===== src/rtl/dsdf_pkg.sv =====
`default_nettype none
// ---------------------------------------------------------------------------
// dsdf_pkg
// shared types, constants and the segment table for the display feeder
// ---------------------------------------------------------------------------
package dsdf_pkg;

    localparam int VALUE_W        = 27;
    localparam int ADDR_W         = 4;
    localparam int SEG_W          = 8;
    localparam int PANEL_DIGITS   = 8;
    localparam int BCD_W          = 4 * PANEL_DIGITS;
    localparam int DIGITS_DEFAULT = 8;
    localparam int CMD_FIFO_DEPTH = 2;
    localparam int S_TDATA_W      = 32;
    localparam int M_TDATA_W      = 16;
    localparam int DP_BIT         = 7;
    localparam int MIN_SHOWN      = 3;   // minimum digits written for a nonzero value, zero padded
    localparam int BIT_CNT_W      = $clog2(VALUE_W);

    localparam logic [ADDR_W-1:0] ADDR_FIRST = ADDR_W'(1);
    localparam logic [ADDR_W-1:0] ADDR_LAST  = ADDR_W'(PANEL_DIGITS);
    localparam logic [ADDR_W-1:0] ADDR_DP    = ADDR_W'(3);

    typedef enum logic [1:0] {
        F_IDLE,
        F_CONV,
        F_PUSH
    } front_state_t;

    typedef enum logic [1:0] {
        B_IDLE,
        B_BLANK,
        B_DIGIT
    } back_state_t;

    // one display update, handed from the front end to the write sequencer
    typedef struct packed {
        logic [BCD_W-1:0]  bcd;
        logic [ADDR_W-1:0] top;     // highest digit address to write
        logic              blank;   // clear all digits first
        logic              zero;    // value zero: blank digit 1 only
    } cmd_t;

    function automatic logic [SEG_W-1:0] seg_pattern(input logic [3:0] digit);
        logic [SEG_W-1:0] seg;
        case (digit)
            4'd0:    seg = 8'b0111_1110;
            4'd1:    seg = 8'b0011_0000;
            4'd2:    seg = 8'b0110_1101;
            4'd3:    seg = 8'b0111_1001;
            4'd4:    seg = 8'b0011_0011;
            4'd5:    seg = 8'b0101_1011;
            4'd6:    seg = 8'b0101_1111;
            4'd7:    seg = 8'b0111_0000;
            4'd8:    seg = 8'b0111_1111;
            4'd9:    seg = 8'b0111_1011;
            default: seg = 8'b0000_0000;
        endcase
        return seg;
    endfunction

    function automatic longint pow10(input int n);
        longint p;
        p = 1;
        for (int i = 0; i < n; i++) begin
            p = p * 10;
        end
        return p;
    endfunction

endpackage
`default_nettype wire


===== src/rtl/decimal_seven_segment_display_feeder.sv =====
`default_nettype none
// ---------------------------------------------------------------------------
// decimal_seven_segment_display_feeder
// turns an unsigned value into digit register writes for an 8-digit display
// ---------------------------------------------------------------------------
// usage
//   s_ channel: one transaction per value to show (27-bit unsigned in tdata)
//   m_ channel: one transaction per display register write; tlast marks the
//   final write caused by a value
//   values above 10^DIGITS - 1 saturate; for a nonzero value at least three
//   digits are written with digit 3 carrying the decimal point, for zero just
//   digit 1, left blank; a shorter number than the one shown before first
//   blanks all eight digits (addresses 1 up to 8)
// sequencing
//   the front end accepts a value, runs the 27 shift-and-add steps of the bcd
//   conversion and then queues the command; it takes no new value before that
//   the write sequencer fetches a command and then emits its writes, up to 16,
//   one write per cycle while the receiver keeps up, the blanking writes first;
//   the front end can convert the next value while these writes go out
// reset and stalls
//   reset clears the shown digit count, the queue and the output valid flag
//   a stalled receiver holds the output register; the two-entry command
//   queue lets the front end keep accepting until it fills
// ---------------------------------------------------------------------------
module decimal_seven_segment_display_feeder #(
    parameter int DIGITS = dsdf_pkg::DIGITS_DEFAULT
) (
    input  wire logic                              aclk,
    input  wire logic                              aresetn,
    // input channel
    input  wire logic                              s_tvalid,
    output logic                                   s_tready,
    input  wire logic [dsdf_pkg::S_TDATA_W-1:0]    s_tdata,   // [26:0] value
    // result channel
    output logic                                   m_tvalid,
    input  wire logic                              m_tready,
    // [3:0] digit_address, [11:4] segment_data
    output logic [dsdf_pkg::M_TDATA_W-1:0]         m_tdata,
    output logic                                   m_tlast
);

    // command handoff between front end and sequencer
    dsdf_pkg::cmd_t                 push_cmd;
    dsdf_pkg::cmd_t                 pop_cmd;
    logic                           push, full, pop, empty;
    logic [dsdf_pkg::ADDR_W-1:0]    out_addr;
    logic [dsdf_pkg::SEG_W-1:0]     out_seg;

    // front end: saturate, convert to bcd, compare with digit count shown
    dsdf_front #(
        .DIGITS (DIGITS)
    ) u_front (
        .aclk     (aclk),
        .aresetn  (aresetn),
        .in_valid (s_tvalid),
        .in_ready (s_tready),
        .in_value (s_tdata[dsdf_pkg::VALUE_W-1:0]),
        .push     (push),
        .full     (full),
        .cmd      (push_cmd)
    );

    // decouples conversion from the write bursts
    dsdf_cmd_fifo #(
        .DEPTH (dsdf_pkg::CMD_FIFO_DEPTH)
    ) u_fifo (
        .aclk     (aclk),
        .aresetn  (aresetn),
        .push     (push),
        .push_cmd (push_cmd),
        .full     (full),
        .pop      (pop),
        .pop_cmd  (pop_cmd),
        .empty    (empty)
    );

    // back end: emits the register writes through an output register
    dsdf_back u_back (
        .aclk      (aclk),
        .aresetn   (aresetn),
        .empty     (empty),
        .pop_cmd   (pop_cmd),
        .pop       (pop),
        .out_valid (m_tvalid),
        .out_ready (m_tready),
        .out_addr  (out_addr),
        .out_seg   (out_seg),
        .out_last  (m_tlast)
    );

    // tdata packing, upper bits zero
    assign m_tdata = {{(dsdf_pkg::M_TDATA_W - dsdf_pkg::ADDR_W - dsdf_pkg::SEG_W){1'b0}},
                      out_seg, out_addr};

    // every write targets a real digit register
    a_addr_range: assert property (@(posedge aclk) disable iff (!aresetn)
        m_tvalid |-> (out_addr >= dsdf_pkg::ADDR_FIRST) && (out_addr <= dsdf_pkg::ADDR_LAST))
        else $error("digit address out of range");

    // decimal point only on digit 3
    a_dp_digit: assert property (@(posedge aclk) disable iff (!aresetn)
        m_tvalid && out_seg[dsdf_pkg::DP_BIT] |-> out_addr == dsdf_pkg::ADDR_DP)
        else $error("decimal point on wrong digit");

    // a burst always ends on digit 1
    a_last_digit: assert property (@(posedge aclk) disable iff (!aresetn)
        m_tvalid && m_tlast |-> out_addr == dsdf_pkg::ADDR_FIRST)
        else $error("last write not on digit 1");

    // the front end never offers a command the queue cannot take
    a_no_overflow: assert property (@(posedge aclk) disable iff (!aresetn)
        push |-> !full)
        else $error("command queue overflow");

endmodule
`default_nettype wire


===== src/rtl/dsdf_front.sv =====
`default_nettype none
// ---------------------------------------------------------------------------
// dsdf_front
// accepts a value, saturates it, converts to bcd and classifies the update
// ---------------------------------------------------------------------------
module dsdf_front #(
    parameter int DIGITS = dsdf_pkg::DIGITS_DEFAULT
) (
    input  wire logic                          aclk,
    input  wire logic                          aresetn,
    input  wire logic                          in_valid,
    output logic                               in_ready,
    input  wire logic [dsdf_pkg::VALUE_W-1:0]  in_value,
    output logic                               push,
    input  wire logic                          full,
    output dsdf_pkg::cmd_t                     cmd
);

    localparam logic [dsdf_pkg::VALUE_W-1:0] LIMIT =
        dsdf_pkg::VALUE_W'(dsdf_pkg::pow10(DIGITS) - 1);
    localparam logic [dsdf_pkg::BIT_CNT_W-1:0] LAST_BIT =
        dsdf_pkg::BIT_CNT_W'(dsdf_pkg::VALUE_W - 1);

    dsdf_pkg::front_state_t state_reg, state_next;

    logic [dsdf_pkg::VALUE_W-1:0]   bin_reg, bin_next;
    logic [dsdf_pkg::BCD_W-1:0]     bcd_reg, bcd_next;
    logic [dsdf_pkg::BIT_CNT_W-1:0] bit_reg, bit_next;
    logic [dsdf_pkg::ADDR_W-1:0]    shown_reg, shown_next;

    logic [dsdf_pkg::BCD_W-1:0]     bcd_adj;
    logic [dsdf_pkg::ADDR_W-1:0]    sig_cnt;
    logic                           is_zero;

    // add-3 correction per nibble
    always_comb begin
        for (int i = 0; i < dsdf_pkg::PANEL_DIGITS; i++) begin
            if (bcd_reg[4*i +: 4] >= 4'd5) begin
                bcd_adj[4*i +: 4] = bcd_reg[4*i +: 4] + 4'd3;
            end else begin
                bcd_adj[4*i +: 4] = bcd_reg[4*i +: 4];
            end
        end
    end

    // significant digit count of the converted value
    always_comb begin
        sig_cnt = '0;
        for (int i = 0; i < dsdf_pkg::PANEL_DIGITS; i++) begin
            if (bcd_reg[4*i +: 4] != 4'd0) begin
                sig_cnt = dsdf_pkg::ADDR_W'(i + 1);
            end
        end
    end

    assign is_zero = (sig_cnt == '0);

    // next state
    always_comb begin
        state_next = state_reg;
        unique case (state_reg)
            dsdf_pkg::F_IDLE: begin
                if (in_valid) begin
                    state_next = dsdf_pkg::F_CONV;
                end
            end
            dsdf_pkg::F_CONV: begin
                if (bit_reg == LAST_BIT) begin
                    state_next = dsdf_pkg::F_PUSH;
                end
            end
            dsdf_pkg::F_PUSH: begin
                if (!full) begin
                    state_next = dsdf_pkg::F_IDLE;
                end
            end
            default: state_next = dsdf_pkg::F_IDLE;
        endcase
    end

    // outputs and datapath
    always_comb begin
        in_ready   = 1'b0;
        push       = 1'b0;
        bin_next   = bin_reg;
        bcd_next   = bcd_reg;
        bit_next   = bit_reg;
        shown_next = shown_reg;
        cmd.bcd    = bcd_reg;
        cmd.zero   = is_zero;
        cmd.top    = (sig_cnt < dsdf_pkg::ADDR_DP) ? dsdf_pkg::ADDR_DP : sig_cnt;
        cmd.blank  = is_zero ? (shown_reg > dsdf_pkg::ADDR_FIRST) : (sig_cnt < shown_reg);
        unique case (state_reg)
            dsdf_pkg::F_IDLE: begin
                in_ready = 1'b1;
                bin_next = (in_value > LIMIT) ? LIMIT : in_value;
                bcd_next = '0;
                bit_next = '0;
            end
            dsdf_pkg::F_CONV: begin
                bcd_next = {bcd_adj[dsdf_pkg::BCD_W-2:0], bin_reg[dsdf_pkg::VALUE_W-1]};
                bin_next = {bin_reg[dsdf_pkg::VALUE_W-2:0], 1'b0};
                bit_next = bit_reg + 1'b1;
            end
            dsdf_pkg::F_PUSH: begin
                push = !full;
                if (!full) begin
                    shown_next = is_zero ? dsdf_pkg::ADDR_FIRST : sig_cnt;
                end
            end
            default: ;
        endcase
    end

    always_ff @(posedge aclk) begin
        if (!aresetn) begin
            state_reg <= dsdf_pkg::F_IDLE;
            shown_reg <= '0;
        end else begin
            state_reg <= state_next;
            shown_reg <= shown_next;
        end
        bin_reg <= bin_next;
        bcd_reg <= bcd_next;
        bit_reg <= bit_next;
    end

endmodule
`default_nettype wire


===== src/rtl/dsdf_cmd_fifo.sv =====
`default_nettype none
// ---------------------------------------------------------------------------
// dsdf_cmd_fifo
// short command queue between the front end and the write sequencer
// ---------------------------------------------------------------------------
module dsdf_cmd_fifo #(
    parameter int DEPTH = dsdf_pkg::CMD_FIFO_DEPTH
) (
    input  wire logic           aclk,
    input  wire logic           aresetn,
    input  wire logic           push,
    input  wire dsdf_pkg::cmd_t push_cmd,
    output logic                full,
    input  wire logic           pop,
    output dsdf_pkg::cmd_t      pop_cmd,
    output logic                empty
);

    localparam int PTR_W = (DEPTH > 1) ? $clog2(DEPTH) : 1;
    localparam int CNT_W = $clog2(DEPTH + 1);
    localparam logic [PTR_W-1:0] PTR_MAX = PTR_W'(DEPTH - 1);
    localparam logic [CNT_W-1:0] CNT_FULL = CNT_W'(DEPTH);

    dsdf_pkg::cmd_t    mem_reg [DEPTH];
    logic [PTR_W-1:0]  wr_reg, wr_next;
    logic [PTR_W-1:0]  rd_reg, rd_next;
    logic [CNT_W-1:0]  cnt_reg, cnt_next;
    logic              do_push, do_pop;

    assign full    = (cnt_reg == CNT_FULL);
    assign empty   = (cnt_reg == '0);
    assign do_push = push && !full;
    assign do_pop  = pop && !empty;
    assign pop_cmd = mem_reg[rd_reg];

    always_comb begin
        wr_next  = wr_reg;
        rd_next  = rd_reg;
        cnt_next = cnt_reg;
        if (do_push) begin
            wr_next = (wr_reg == PTR_MAX) ? '0 : wr_reg + 1'b1;
        end
        if (do_pop) begin
            rd_next = (rd_reg == PTR_MAX) ? '0 : rd_reg + 1'b1;
        end
        if (do_push && !do_pop) begin
            cnt_next = cnt_reg + 1'b1;
        end else if (do_pop && !do_push) begin
            cnt_next = cnt_reg - 1'b1;
        end
    end

    always_ff @(posedge aclk) begin
        if (!aresetn) begin
            wr_reg  <= '0;
            rd_reg  <= '0;
            cnt_reg <= '0;
        end else begin
            wr_reg  <= wr_next;
            rd_reg  <= rd_next;
            cnt_reg <= cnt_next;
        end
        if (do_push) begin
            mem_reg[wr_reg] <= push_cmd;
        end
    end

endmodule
`default_nettype wire


===== src/rtl/dsdf_back.sv =====
`default_nettype none
// ---------------------------------------------------------------------------
// dsdf_back
// write sequencer: blanking pass when requested, then digits from the top down to digit 1
// ---------------------------------------------------------------------------
module dsdf_back (
    input  wire logic                         aclk,
    input  wire logic                         aresetn,
    input  wire logic                         empty,
    input  wire dsdf_pkg::cmd_t               pop_cmd,
    output logic                              pop,
    output logic                              out_valid,
    input  wire logic                         out_ready,
    output logic [dsdf_pkg::ADDR_W-1:0]       out_addr,
    output logic [dsdf_pkg::SEG_W-1:0]        out_seg,
    output logic                              out_last
);

    dsdf_pkg::back_state_t state_reg, state_next;

    dsdf_pkg::cmd_t                cmd_reg, cmd_next;
    logic [dsdf_pkg::ADDR_W-1:0]   addr_reg, addr_next;
    logic                          valid_reg, valid_next;
    logic [dsdf_pkg::ADDR_W-1:0]   oaddr_reg, oaddr_next;
    logic [dsdf_pkg::SEG_W-1:0]    oseg_reg, oseg_next;
    logic                          olast_reg, olast_next;

    logic                          advance;
    logic [dsdf_pkg::ADDR_W-1:0]   addr_m1;
    logic [2:0]                    dig_idx;
    logic [3:0]                    digit;
    logic [dsdf_pkg::SEG_W-1:0]    seg_val;
    logic [dsdf_pkg::ADDR_W-1:0]   first_digit;

    // output register free or being drained
    assign advance     = !valid_reg || out_ready;
    assign addr_m1     = addr_reg - 1'b1;
    assign dig_idx     = addr_m1[2:0];
    assign digit       = cmd_reg.bcd[4*dig_idx +: 4];
    assign first_digit = cmd_reg.zero ? dsdf_pkg::ADDR_FIRST : cmd_reg.top;

    always_comb begin
        seg_val = dsdf_pkg::seg_pattern(digit);
        if (addr_reg == dsdf_pkg::ADDR_DP) begin
            seg_val[dsdf_pkg::DP_BIT] = 1'b1;
        end
    end

    // next state
    always_comb begin
        state_next = state_reg;
        unique case (state_reg)
            dsdf_pkg::B_IDLE: begin
                if (!empty) begin
                    state_next = pop_cmd.blank ? dsdf_pkg::B_BLANK : dsdf_pkg::B_DIGIT;
                end
            end
            dsdf_pkg::B_BLANK: begin
                if (advance && addr_reg == dsdf_pkg::ADDR_LAST) begin
                    state_next = dsdf_pkg::B_DIGIT;
                end
            end
            dsdf_pkg::B_DIGIT: begin
                if (advance && addr_reg == dsdf_pkg::ADDR_FIRST) begin
                    state_next = dsdf_pkg::B_IDLE;
                end
            end
            default: state_next = dsdf_pkg::B_IDLE;
        endcase
    end

    // outputs and datapath
    always_comb begin
        pop        = 1'b0;
        cmd_next   = cmd_reg;
        addr_next  = addr_reg;
        valid_next = valid_reg && !out_ready;
        oaddr_next = oaddr_reg;
        oseg_next  = oseg_reg;
        olast_next = olast_reg;
        unique case (state_reg)
            dsdf_pkg::B_IDLE: begin
                if (!empty) begin
                    pop      = 1'b1;
                    cmd_next = pop_cmd;
                    if (pop_cmd.blank) begin
                        addr_next = dsdf_pkg::ADDR_FIRST;
                    end else begin
                        addr_next = pop_cmd.zero ? dsdf_pkg::ADDR_FIRST : pop_cmd.top;
                    end
                end
            end
            dsdf_pkg::B_BLANK: begin
                if (advance) begin
                    valid_next = 1'b1;
                    oaddr_next = addr_reg;
                    oseg_next  = '0;
                    olast_next = 1'b0;
                    addr_next  = (addr_reg == dsdf_pkg::ADDR_LAST) ? first_digit
                                                                   : addr_reg + 1'b1;
                end
            end
            dsdf_pkg::B_DIGIT: begin
                if (advance) begin
                    valid_next = 1'b1;
                    oaddr_next = addr_reg;
                    oseg_next  = cmd_reg.zero ? '0 : seg_val;
                    olast_next = (addr_reg == dsdf_pkg::ADDR_FIRST);
                    addr_next  = addr_reg - 1'b1;
                end
            end
            default: ;
        endcase
    end

    always_ff @(posedge aclk) begin
        if (!aresetn) begin
            state_reg <= dsdf_pkg::B_IDLE;
            valid_reg <= 1'b0;
        end else begin
            state_reg <= state_next;
            valid_reg <= valid_next;
        end
        cmd_reg   <= cmd_next;
        addr_reg  <= addr_next;
        oaddr_reg <= oaddr_next;
        oseg_reg  <= oseg_next;
        olast_reg <= olast_next;
    end

    assign out_valid = valid_reg;
    assign out_addr  = oaddr_reg;
    assign out_seg   = oseg_reg;
    assign out_last  = olast_reg;

endmodule
`default_nettype wire

===== config.mk =====
export PLATFORM = sky130hd
export DESIGN_NAME = decimal_seven_segment_display_feeder
export DESIGN_NICKNAME = d
export VERILOG_FILES = /design/src/rtl/dsdf_pkg.sv /design/src/rtl/decimal_seven_segment_display_feeder.sv /design/src/rtl/dsdf_front.sv /design/src/rtl/dsdf_cmd_fifo.sv /design/src/rtl/dsdf_back.sv
export SDC_FILE = /design/constraint.sdc
export NUM_CORES = 1
export LEC_CHECK = 0
export BUFFER_PORTS_ARGS = -buffer_cell sky130_fd_sc_hd__clkbuf_2
export CAP_MARGIN = 20
export CORE_MARGIN = 1
export CORE_UTILIZATION = 50
export CTS_BUF_LIST = sky130_fd_sc_hd__clkbuf_8
export DETAILED_ROUTE_END_ITERATION = 10
export PLACE_DENSITY = 0.68
export SLEW_MARGIN = 20
export SYNTH_ARGS = -nofsm -noshare
export SYNTH_HDL_FRONTEND = slang
export SYNTH_SLANG_ARGS = --single-unit

===== constraint.sdc =====
create_clock -name aclk -period 5.1 [get_ports aclk]
set_input_delay 1.02 -clock aclk [delete_from_list [all_inputs] [get_ports aclk]]
set_output_delay 1.02 -clock aclk [all_outputs]
set_load 0.05 [all_outputs]

== Word level (Yosys, flattened, before mapping) ==
Memory sizes are Yosys's and may differ from the RTL's. A register that Yosys moved wholly into a read port is not among the register bits.
Index checks and enable logic that the tools add are counted.
Word-level totals
  register bits after elaboration: 131
  latch bits: 0
  RAM bits: 76
  memory bits (read-only): 112
  input bits: 36
  output and inout bits: 19
  logic and storage cells: 166
  memories kept: 2
Memory list
  (name not given): words 16, width 7, read ports 1, clocked after Yosys merged registers in 0, write ports 0, RTL line dsdf_pkg.sv:47  | case (digit)
  u_fifo.mem_reg: words 2, width 38, read ports 1, clocked after Yosys merged registers in 1, write ports 1, RTL line dsdf_cmd_fifo.sv:24  | dsdf_pkg::cmd_t mem_reg [DEPTH];
Cells by class
  add/sub/neg operators: 15
  $mul: 0
  divide/modulo/power cells: 0
  magnitude comparators: 12
  equal/unequal tests: 17
  shifts and indexed selects: 1
  mux-type cells: 62
  bitwise logic cells: 2
  reductions and logical operators: 38
Operator list (number)
  2-to-1 mux 4 bit: 17
  case mux 32 bit (2 select lines): 1
  case mux 27 bit (2 select lines): 1
  greater-or-equal comparator 4 x 3 -> 1 bit, second input constant: 8
  nonzero test 4 bit: 8
  variable part select 32 x 6 -> 4 bit: 1
  adder 4 x 2 -> 4 bit, second input constant: 7
  > comparator 27 bit, second input constant: 1
  2-to-1 mux 27 bit: 1
  2-to-1 mux 8 bit: 3
  2-to-1 mux 2 bit: 11
  2-to-1 mux 1 bit: 17
  case mux 8 bit (2 select lines): 1
  2-to-1 mux 3 bit: 5
  case mux 2 bit (3 select lines): 2
  case mux 4 bit (3 select lines): 1
  inequality test 2 x 1 -> 1 bit, second input constant: 5
  case mux 5 bit (2 select lines): 1
  AND reduction 3 bit: 3
  logical AND 1 bit: 7
  equality test 2 bit, second input constant: 3
  zero test 1 bit: 6
  zero test 2 bit: 3
  inequality test 2 bit, second input constant: 3
  other kinds (24): 31

== Longest topological paths before layout ==
Gate-level depths: netlist of the first run.
  depth in word-level cells: 11
  gate-level depth with buffers: 11
  gate-level depth less buffers: 11

== By module ==
From an unflattened synthesis of the first run, not the netlist that was laid out.
Second synthesis, totals
  cells, all modules: 718
  area, all modules: 9545.4 µm²
Modules (own cells, without submodules)
  dsdf_front: instances 1, cells an instance 396, area each 3908.7 µm², seq. area each 2042.0 µm²
  dsdf_cmd_fifo: instances 1, cells an instance 143, area each 2971.6 µm², seq. area each 2382.3 µm²
  dsdf_back: instances 1, cells an instance 174, area each 2631.3 µm², seq. area each 1681.6 µm²
  decimal_seven_segment_display_feeder: instances 1, cells an instance 5, area each 33.8 µm², seq. area each 0.0 µm²

== Worst setup path before layout of the first run ==
Ideal clock, no wire load.
  kind: register to register
  start: register u_front.state_reg[1]
  end: memory u_fifo.mem_reg[0][0] in the netlist's numbering (enable)
  setup time: 0.438 ns
  arrival: 3.615 ns
  data required time: 4.662 ns
  setup slack: 1.048 ns
  stages on the path, launching flop included: 5
  path buffers: 1
  period minus slack after synthesis: 4.052 ns
  cell sequence: dfxtp_1 -> inv_1 -> nor3b_1 -> buf_1 -> nor2b_1
Between the ends
  longest elaborated chain between the ends: 5
RTL lines
  start: declaration: RTL line dsdf_front.sv:24  | dsdf_pkg::front_state_t state_reg, state_next;
  start signal: assignment: RTL line dsdf_front.sv:117  | state_reg <= dsdf_pkg::F_IDLE;
  start signal: assignment: RTL line dsdf_front.sv:120  | state_reg <= state_next;
  equality test 2 bit: RTL line dsdf_front.sv:93  | unique case (state_reg)
  2-to-1 mux 1 bit: RTL line dsdf_front.sv:93
  via push: RTL line decimal_seven_segment_display_feeder.sv:45  | logic push, full, pop, empty;
  logical AND 1 bit: RTL line dsdf_cmd_fifo.sv:32  | assign do_push = push && !full;
  2-to-1 mux 1 bit: RTL line dsdf_cmd_fifo.sv:63  | if (do_push) begin
  2-to-1 mux 1 bit (implied by the code): RTL line dsdf_cmd_fifo.sv:64  | mem_reg[wr_reg] <= push_cmd;
  end: declaration: RTL line dsdf_cmd_fifo.sv:24
The timed path passes the listed nets, and every way through them passes these cells.

== Worst setup path in the final report of the first run ==
  start: register u_back.addr_reg[0] in the netlist's numbering
  end: register u_back.oseg_reg (netlist bit u_back.out_seg[1]) (data pin)
Between the ends
  longest elaborated chain between the ends: 6
RTL lines
  start: declaration: RTL line dsdf_back.sv:22  | logic [dsdf_pkg::ADDR_W-1:0] addr_reg, addr_next;
  start signal: assignment: RTL line dsdf_back.sv:125  | addr_reg <= addr_next;
  subtractor 4 x 1 -> 4 bit: RTL line dsdf_back.sv:37  | assign addr_m1 = addr_reg - 1'b1;
  variable part select 32 x 6 -> 4 bit: RTL line dsdf_back.sv:39  | assign digit = cmd_reg.bcd[4*dig_idx +: 4];
  memory (16 x 7 bit)
  2-to-1 mux 8 bit: RTL line dsdf_back.sv:107  | oseg_next = cmd_reg.zero ? '0 : seg_val;
  2-to-1 mux 8 bit: RTL line dsdf_back.sv:104  | if (advance) begin
  case mux 8 bit (2 select lines): RTL line dsdf_back.sv:81  | unique case (state_reg)
  end signal: assignment: RTL line dsdf_back.sv:127  | oseg_reg <= oseg_next;
  end: declaration: RTL line dsdf_back.sv:25  | logic [dsdf_pkg::SEG_W-1:0] oseg_reg, oseg_next;
Every way passes these cells. The select of a mux whose other input is x is not followed.
A chain may end at the register's enable or synchronous reset.

==> results of run 1 <==
[cell usage after synthesis (2+ instances only)]
library cell,n
or3_1,3
ha_1,36
o31a_1,2
nand4_1,5
clkbuf_1,16
mux2i_4,2
nand2b_1,13
a211oi_1,2
nor3b_1,9
nand3_1,3
o221a_2,2
a31o_2,6
a211o_1,2
mux4_1,8
a21oi_1,59
xor2_1,13
buf_1,2
o211ai_1,2
nor3_1,12
o21a_1,2
edfxtp_1,194
nor2_1,96
mux2i_1,4
and2_1,8
nor2b_1,9
or3b_1,3
xnor2_1,10
and2_0,3
buf_4,6
dfxtp_1,14
nand2_1,31
or3b_2,3
a22o_1,3
o21ai_0,17
o31ai_1,3
buf_6,3
mux2_2,39
a22oi_1,3
inv_1,35
[path summary, 6_finish.rpt]
path / depth (start not counted) / to / slack, ns / startpoint
max: 8 / u_back.out_seg[1]$_SDFFCE_PP0P_ / 1.78 / u_back.addr_reg[0]$_DFFE_PP_
min: 2 / u_back.state_reg[0]$_SDFFE_PN0P_ / 0.50 / u_back.state_reg[0]$_SDFFE_PN0P_
max reg2reg: 8 / u_back.out_seg[1]$_SDFFCE_PP0P_ / 1.78 / u_back.addr_reg[0]$_DFFE_PP_
min reg2reg: 2 / u_back.state_reg[0]$_SDFFE_PN0P_ / 0.50 / u_back.state_reg[0]$_SDFFE_PN0P_
[cell families (layout without fill, tap and decap cells)]
kind of cell               after synthesis  in the layout  share of synthesized area
AOI/OAI and AO/OA                      115            115                     0.0775
xor gates and xnor gates                24             24                     0.0239
adders and majority gates               36             36                     0.0471
buffers and inverters                   63            148                     0.0295
DFF                                    208            208                      0.638
muxes                                   53             53                     0.0767
other                                    1              4                   0.000392
and+or+nand+nor                        206            206                      0.107
[layer usage]
| layer | GRT usage | vias up | wire length (um) |
|---|---|---|---|
| li1 | - | 2722 | - |
| met1 | 0.223 | 2726 | 7260 |
| met2 | 0.304 | 150 | 8400 |
| met3 | 0.0414 | 26 | 727 |
| met4 | 0.0677 | 0 | 360 |
| met5 | 0 | - | 0 |
[worst reg2reg max path, delay by kind of cell, from the launching register on]
kind,cells,cell delay (ns)
AND/OR/NAND/NOR,1,0.39
flip-flops,1,0.82
buffers and inverters,2,0.24
multiplexers,2,0.82
adder cells (fa/ha/maj),2,0.80
AO/OA/AOI/OAI,1,0.10
[through the flow]
stage	power [uW]	setup WS (ns)	hold slack (ns)	instance area (um^2)
global route	5310	1.51	0.538	10700
CTS	5090	1.71	0.496	10600
global placement	3680	1.87	0.475	10000
detailed placement	3730	1.72	0.491	10000
finish	5030	1.78	0.501	10700
floorplan	3410	1.05	0.428	9580
[cell type report]
class	instances	area [um^2]
clock buffers	41	564
clock inverters	20	77.6
fillers	1447	8040
inverters	35	131
multi-input cells	438	3210
flip-flops and latches	208	6110
well taps	234	293
repair buffers	52	290
[report_power, final]
group,switching [uW],internal [uW]
combinational,867,532
sequential,134,2160
clock,610,726
==> report_table.html, run 1 <==
<table>
<tr><th>Metric</th><th>Value</th></tr>
<tr><th colspan="2">Synthesis</th></tr>
<tr><td>Post-synth EDFFs</td><td>194</td></tr>
<tr><td>Number of flip-flops and latches in the synthesized netlist</td><td>208</td></tr>
<tr><td>Synth Instances</td><td>706</td></tr>
<tr><td>Synthesis warning total</td><td>0</td></tr>
<tr><td>Async S/R FF share, synth</td><td>0</td></tr>
<tr><td>Distinct cells, synth</td><td>62</td></tr>
<tr><td>Sequential share of the synthesized area</td><td>0.638</td></tr>
<tr><td>Mean Syn Cell Area</td><td>13.6 um^2</td></tr>
<tr><td>Yosys top cell by area</td><td>edfxtp_1</td></tr>
<tr><td>Share of the synthesized area in the top cell type</td><td>0.609</td></tr>
<tr><td>Leading cell types by total area after synthesis</td><td>edfxtp_1, ha_1, mux2_2, nor2_1, a21oi_1</td></tr>
<tr><td>Mapped Area</td><td>9570 um^2</td></tr>
<tr><td>Top FF cell, synth</td><td>edfxtp_1</td></tr>
<tr><th colspan="2">STA</th></tr>
<tr><td>Post-layout min period</td><td>3.32 ns</td></tr>
<tr><td>Final sum of negative setup slack</td><td>0 ns</td></tr>
<tr><td>Period utilisation layout</td><td>0.650</td></tr>
<tr><td>Final hold violation count</td><td>0</td></tr>
<tr><td>Final number of setup-violating endpoints</td><td>0</td></tr>
<tr><td>Transition time of the tightest slew-check pin</td><td>0.886 ns</td></tr>
<tr><td>Upper clock frequency limit</td><td>301 MHz</td></tr>
<tr><td>Largest clock skew in the final design</td><td>0.0199 ns</td></tr>
<tr><td>Setup repair after global routing missed its margin</td><td>false</td></tr>
<tr><td>Slew Limit Fails</td><td>0</td></tr>
<tr><td>Max-slew headroom</td><td>0.410</td></tr>
<tr><th colspan="2">Clock tree</th></tr>
<tr><td>Number of buffers created by CTS</td><td>34</td></tr>
<tr><td>Count of buffers added by post-CTS timing repair for setup</td><td>0</td></tr>
<tr><td>Maximum count of clock buffers along a single path</td><td>3</td></tr>
<tr><td>Clock insertion delay at the later pin of the skew report</td><td>0.50 ns</td></tr>
<tr><td>Clk root buf</td><td>clkbuf_8</td></tr>
<tr><td>Clock slew at reported path FFs</td><td>0.06 ns</td></tr>
<tr><td>Sinks on the clock net</td><td>208</td></tr>
<tr><td>Number of hold buffers added after cts</td><td>0</td></tr>
<tr><td>H-tree lvl count</td><td>2</td></tr>
<tr><td>Post-cts gate resize count</td><td>0</td></tr>
<tr><td>CTS tree</td><td>done</td></tr>
<tr><th colspan="2">Detailed routing</th></tr>
<tr><td>Post-DR vias/cell</td><td>5.47</td></tr>
<tr><td>Total number of vias</td><td>5624</td></tr>
<tr><td>Post-Route WL</td><td>16700 um</td></tr>
<tr><td>DR iter-0 viols</td><td>318</td></tr>
<tr><td>First-pass iteration count of the detailed router</td><td>4</td></tr>
<tr><td>Post-route DRC violation count</td><td>0</td></tr>
<tr><td>Final routed wire length divided by cell count</td><td>16.3 um</td></tr>
<tr><td>Number of antenna-violating nets in the routed design</td><td>0</td></tr>
<tr><th colspan="2">Final layout</th></tr>
<tr><td>Fraction of final layout cells with drive strength greater than 1</td><td>0.196</td></tr>
<tr><td>Final nets</td><td>841</td></tr>
<tr><td>Finished Core Util</td><td>0.570</td></tr>
<tr><td>Syn-to-layout area delta</td><td>11.5%</td></tr>
<tr><td>ANT cells</td><td>0</td></tr>
<tr><td>Layout Cells excl Fill</td><td>1028</td></tr>
<tr><td>Leading cell type in the layout, fill and taps excluded</td><td>edfxtp_1</td></tr>
<tr><td>Top library cells by usage in the layout, fill and taps aside</td><td>edfxtp_1, nor2_1, a21oi_1, clkbuf_2, inv_1</td></tr>
<tr><td>Largest register FFs</td><td>76</td></tr>
<tr><th colspan="2">Global routing</th></tr>
<tr><td>Total track usage</td><td>0.179</td></tr>
<tr><td>Global-route congestion overflow total</td><td>0</td></tr>
<tr><td>Vias in the first global route</td><td>5732</td></tr>
<tr><td>Global-route wire length before repair</td><td>27700 um</td></tr>
<tr><td>Antenna violations before repair</td><td>0</td></tr>
<tr><td>Largest net degree at the start of global routing</td><td>68</td></tr>
<tr><th colspan="2">Floorplanning</th></tr>
<tr><td>X dimension of the die</td><td>140 um</td></tr>
<tr><td>DIE AREA</td><td>19700 um^2</td></tr>
<tr><td>Core Region</td><td>18700 um^2</td></tr>
<tr><td>Total number of placement rows</td><td>50</td></tr>
<tr><td>Y dimension of the die</td><td>140 um</td></tr>
<tr><td>I/O pins</td><td>55</td></tr>
<tr><td>Starting density of the core</td><td>0.512</td></tr>
<tr><th colspan="2">Worst setup path</th></tr>
<tr><td>Series of cell instances along the critical path</td><td>inv_1, ha_1, mux4_1, mux2i_1, inv_1, ha_1, or3_1, o21ai_1</td></tr>
<tr><td>Count of buffer and inverter cells on the critical path</td><td>2</td></tr>
<tr><td>Data required time at the worst endpoint</td><td>5.46 ns</td></tr>
<tr><td>Crit-path slowest cell</td><td>edfxtp_1</td></tr>
<tr><td>Top Family by Delay on Critical Path</td><td>multiplexers</td></tr>
<tr><td>Kind of start point of the critical path</td><td>flip-flop</td></tr>
<tr><td>Arrival time of the worst setup path</td><td>3.67 ns</td></tr>
<tr><td>Capturing element type of the critical path</td><td>flip-flop</td></tr>
<tr><td>Maximum cell stage delay along the critical path</td><td>0.82 ns</td></tr>
<tr><td>Startpoint-to-endpoint class of the critical path</td><td>flip-flop to flip-flop</td></tr>
<tr><td>Maximum net fanout on the critical path</td><td>15</td></tr>
<tr><th colspan="2">Pwr</th></tr>
<tr><td>Maximum vdd ir drop</td><td>0.207 mV</td></tr>
<tr><td>Static Leak</td><td>0.00398 uW</td></tr>
<tr><td>Pwr per Cell Area</td><td>471 nW/um^2</td></tr>
<tr><th colspan="2">Placement</th></tr>
<tr><td>Count of buffers inserted at the top-level ports</td><td>45</td></tr>
<tr><td>Final HPWL from detailed placement</td><td>11100 um</td></tr>
<tr><td>DP Cell Count</td><td>966</td></tr>
<tr><td>Final weighted congestion in routability-driven placement</td><td>0.786</td></tr>
<tr><th colspan="2">Outcome</th></tr>
<tr><td>Status</td><td>complete, no violations</td></tr>
<tr><th colspan="2">Run</th></tr>
<tr><td>Number of max-capacitance violations reported</td><td>0</td></tr>
<tr><th colspan="2">Hold path</th></tr>
<tr><td>Worst min-delay path category</td><td>flip-flop to flip-flop</td></tr>
</table>
Note: power is estimated with default switching activity, not from simulation.
==> run 2, diff against run 1 <==
- PLACE_DENSITY: 0.68 -> 0.71
- clock period: 5.1 -> 2.9 ns (I/O delays scaled with it)
==> report_table.html, run 2 (synthesis results as in run 1) <==
<table>
<tr><th>Metric</th><th>Value</th></tr>
<tr><th colspan="2">Worst setup path</th></tr>
<tr><td>Series of cell instances along the critical path</td><td>inv_1, ha_2, or3b_2, o211ai_1, a21oi_1, ha_1, inv_1, o21ai_0, nor3_1, o31ai_1, a22oi_1 (was inv_1, ha_1, mux4_1, mux2i_1, inv_1, ha_1, or3_1, o21ai_1)</td></tr>
<tr><td>Beginning of the worst register-to-register path</td><td>u_front.bcd_reg[8]$_SDFFCE_PN0P_ (was u_back.addr_reg[0]$_DFFE_PP_)</td></tr>
<tr><td>Capturing element type of the critical path</td><td>flip-flop (unchanged)</td></tr>
<tr><td>Maximum net fanout on the critical path</td><td>5 (was 15)</td></tr>
<tr><td>Count of buffer and inverter cells on the critical path</td><td>2 (unchanged)</td></tr>
<tr><td>Register-to-register path setup slack</td><td>0.08 ns (was 1.78 ns)</td></tr>
<tr><td>Cell type with the highest occurrence count on the critical path</td><td>inv_1</td></tr>
<tr><td>Crit-path slowest cell</td><td>or3b_2 (was edfxtp_1)</td></tr>
<tr><td>Worst r2r dst</td><td>u_fifo.mem_reg[1][1]$_DFFE_PP_ (was u_back.out_seg[1]$_SDFFCE_PP0P_)</td></tr>
<tr><td>Critical path depth</td><td>11 (was 8)</td></tr>
<tr><td>Maximum cell stage delay along the critical path</td><td>0.46 ns (was 0.82 ns)</td></tr>
<tr><td>Start point of the critical path</td><td>u_front.bcd_reg[8]$_SDFFCE_PN0P_ (was u_back.addr_reg[0]$_DFFE_PP_)</td></tr>
<tr><td>Top Family by Delay on Critical Path</td><td>compound AO/OA/AOI/OAI gates (was multiplexers)</td></tr>
<tr><td>Kind of start point of the critical path</td><td>flip-flop (unchanged)</td></tr>
<tr><td>CP endpoint</td><td>u_fifo.mem_reg[1][1]$_DFFE_PP_ (was u_back.out_seg[1]$_SDFFCE_PP0P_)</td></tr>
<tr><td>Data required time at the worst endpoint</td><td>3.24 ns (was 5.46 ns)</td></tr>
<tr><td>Arrival time of the worst setup path</td><td>3.16 ns (was 3.67 ns)</td></tr>
<tr><td>Count of cells along the worst register-to-register path</td><td>11 (was 8)</td></tr>
<tr><td>Startpoint-to-endpoint class of the critical path</td><td>flip-flop to flip-flop (unchanged)</td></tr>
<tr><th colspan="2">Floorplanning</th></tr>
<tr><td>X dimension of the die</td><td>140 um (unchanged)</td></tr>
<tr><td>Starting density of the core</td><td>0.512 (unchanged)</td></tr>
<tr><td>DIE AREA</td><td>19700 um^2 (unchanged)</td></tr>
<tr><td>Total number of placement rows</td><td>50 (unchanged)</td></tr>
<tr><td>Y dimension of the die</td><td>140 um (unchanged)</td></tr>
<tr><td>I/O pins</td><td>55 (unchanged)</td></tr>
<tr><td>Core Region</td><td>18700 um^2 (unchanged)</td></tr>
<tr><th colspan="2">Detailed routing</th></tr>
<tr><td>First-pass iteration count of the detailed router</td><td>5 (was 4)</td></tr>
<tr><td>Final routed wire length divided by cell count</td><td>16.6 um (was 16.3 um)</td></tr>
<tr><td>Number of antenna-violating nets in the routed design</td><td>0 (unchanged)</td></tr>
<tr><td>Post-route DRC violation count</td><td>0 (unchanged)</td></tr>
<tr><td>Post-Route WL</td><td>17500 um (was 16700 um)</td></tr>
<tr><td>Post-DR vias/cell</td><td>5.39 (was 5.47)</td></tr>
<tr><td>DR iter-0 viols</td><td>295 (was 318)</td></tr>
<tr><td>Total number of vias</td><td>5684 (was 5624)</td></tr>
<tr><th colspan="2">Clock tree</th></tr>
<tr><td>Number of buffers created by CTS</td><td>37 (was 34)</td></tr>
<tr><td>Sinks on the clock net</td><td>208 (unchanged)</td></tr>
<tr><td>Number of hold buffers added after cts</td><td>0 (unchanged)</td></tr>
<tr><td>Clock slew at reported path FFs</td><td>0.06 ns (about the same)</td></tr>
<tr><td>H-tree lvl count</td><td>2 (unchanged)</td></tr>
<tr><td>Clk root buf</td><td>clkbuf_8 (unchanged)</td></tr>
<tr><td>Maximum count of clock buffers along a single path</td><td>3 (unchanged)</td></tr>
<tr><td>CTS tree</td><td>done (unchanged)</td></tr>
<tr><td>Clock insertion delay at the later pin of the skew report</td><td>0.52 ns (was 0.50 ns)</td></tr>
<tr><th colspan="2">Global routing</th></tr>
<tr><td>Antenna violations before repair</td><td>0 (unchanged)</td></tr>
<tr><td>Largest net degree at the start of global routing</td><td>68 (unchanged)</td></tr>
<tr><td>Global-route congestion overflow total</td><td>0 (unchanged)</td></tr>
<tr><td>Vias in the first global route</td><td>5754 (was 5732)</td></tr>
<tr><td>Total track usage</td><td>0.184 (was 0.179)</td></tr>
<tr><td>Global-route wire length before repair</td><td>28300 um (was 27700 um)</td></tr>
<tr><th colspan="2">Hold path</th></tr>
<tr><td>Worst min-delay path category</td><td>input pin to flip-flop (was flip-flop to flip-flop)</td></tr>
<tr><th colspan="2">Pwr</th></tr>
<tr><td>Maximum vdd ir drop</td><td>0.360 mV (was 0.207 mV)</td></tr>
<tr><td>Pwr per Cell Area</td><td>846 nW/um^2 (was 471 nW/um^2)</td></tr>
<tr><td>Static Leak</td><td>0.00412 uW (was 0.00398 uW)</td></tr>
<tr><th colspan="2">STA</th></tr>
<tr><td>Post-layout min period</td><td>2.82 ns (was 3.32 ns)</td></tr>
<tr><td>Final hold violation count</td><td>0 (unchanged)</td></tr>
<tr><td>Period utilisation layout</td><td>0.973 (was 0.650)</td></tr>
<tr><td>Final number of setup-violating endpoints</td><td>0 (unchanged)</td></tr>
<tr><td>Slew Limit Fails</td><td>0 (unchanged)</td></tr>
<tr><td>Largest clock skew in the final design</td><td>0.0155 ns (was 0.0199 ns)</td></tr>
<tr><td>Transition time of the tightest slew-check pin</td><td>0.882 ns (was 0.886 ns)</td></tr>
<tr><td>Upper clock frequency limit</td><td>355 MHz (was 301 MHz)</td></tr>
<tr><td>PnR worst setup slack</td><td>0.0797 ns (was 1.78 ns)</td></tr>
<tr><td>Hold slack final</td><td>0.319 ns (was 0.501 ns)</td></tr>
<tr><td>Max-slew headroom</td><td>0.412 (was 0.410)</td></tr>
<tr><th colspan="2">Final layout</th></tr>
<tr><td>Final nets</td><td>864 (was 841)</td></tr>
<tr><td>Syn-to-layout area delta</td><td>14.2% (was 11.5%)</td></tr>
<tr><td>Fraction of final layout cells with drive strength greater than 1</td><td>0.233 (was 0.196)</td></tr>
<tr><td>Top library cells by usage in the layout, fill and taps aside</td><td>edfxtp_1, nor2_1, a21oi_1, inv_1, clkbuf_2 (was edfxtp_1, nor2_1, a21oi_1, clkbuf_2, inv_1)</td></tr>
<tr><td>Layout Cells excl Fill</td><td>1054 (was 1028)</td></tr>
<tr><td>Finished Core Util</td><td>0.584 (was 0.570)</td></tr>
<tr><td>Leading cell type in the layout, fill and taps excluded</td><td>edfxtp_1 (unchanged)</td></tr>
<tr><td>Largest register FFs</td><td>76 (unchanged)</td></tr>
<tr><td>Number of inserted filler cells in the final layout</td><td>1491 (was 1447)</td></tr>
<tr><td>ANT cells</td><td>0 (unchanged)</td></tr>
<tr><td>Design Area, Final</td><td>10900 um^2 (was 10700 um^2)</td></tr>
<tr><th colspan="2">Placement</th></tr>
<tr><td>DP Cell Count</td><td>979 (was 966)</td></tr>
<tr><td>Final HPWL from detailed placement</td><td>11300 um (was 11100 um)</td></tr>
<tr><td>Placed instance area</td><td>10100 um^2 (was 10000 um^2)</td></tr>
<tr><td>Count of buffers inserted at the top-level ports</td><td>45 (unchanged)</td></tr>
<tr><td>Worst slack at placement</td><td>0.0925 ns (was 1.72 ns)</td></tr>
<tr><td>Final weighted congestion in routability-driven placement</td><td>0.821 (was 0.786)</td></tr>
<tr><th colspan="2">Outcome</th></tr>
<tr><td>Status</td><td>complete, no violations (unchanged)</td></tr>
<tr><th colspan="2">Run</th></tr>
<tr><td>Number of max-capacitance violations reported</td><td>0 (unchanged)</td></tr>
</table>
==> run 2: layout make-up <==
| cell class | count | area (um^2) | area share |
|---|---|---|---|
| clock buffers | 39 | 537 | 0.0491 |
| flip-flops and latches | 208 | 6110 | 0.559 |
| repair buffers | 72 | 428 | 0.0392 |
| clock inverters | 28 | 198 | 0.0181 |
| well taps | 234 | 293 | 0.0268 |
| multi-input cells | 438 | 3230 | 0.296 |
| inverters | 35 | 135 | 0.0124 |
==> run 2: worst min path at each step <==
stage                                           from                           endpoint  slack [ns]  cells after the start
floorplan               u_back.addr_reg[2]$_DFFE_PP_       u_back.out_addr[2]$_DFFE_PP_        0.43                      0
global placement    u_back.state_reg[0]$_SDFFE_PN0P_   u_back.state_reg[0]$_SDFFE_PN0P_        0.47                      2
detailed placement        u_fifo.rd_reg$_SDFFE_PN0P_                          flip-flop        0.49                      2
CTS                                         s_tvalid  u_front.state_reg[0]$_SDFFE_PN0P_        0.29                      2
global route                                s_tvalid  u_front.state_reg[0]$_SDFFE_PN0P_        0.29                      2
finish                                      s_tvalid  u_front.state_reg[0]$_SDFFE_PN0P_        0.32                      2
==> run 2: power breakdown <==
part           internal, uW  switching [uW]
registers              3800             186
clock network          1520            1170
logic                   983            1590
==> run 2: metal layers <==
| metal | vias to the layer above | global-route usage | part of all wire | routed length, um |
|---|---|---|---|---|
| li1 | 2770 | - | - | - |
| met1 | 2742 | 0.227 | 0.43 | 7500 |
| met2 | 146 | 0.317 | 0.51 | 8880 |
| met3 | 26 | 0.0417 | 0.045 | 797 |
| met4 | 0 | 0.0630 | 0.020 | 342 |
| met5 | - | 0 | 0 | 0 |
==> run 2: stage by stage <==
step / power [uW] / TNS (ns)
6_report: 9240 / 0
4_1_cts: 9320 / 0
3_5_place_dp: 6630 / 0
5_1_grt: 9700 / -0.0298
2_1_floorplan: 6010 / 0
3_3_place_gp: 6520 / 0
==> run 2: timing repair <==
| item | 4_1_cts | 5_1_grt |
|---|---|---|
| endpoints found under the setup margin | 0 | 2 |
| resized for setup | 0 | 6 |
| buffers inserted | 0 | 8 |
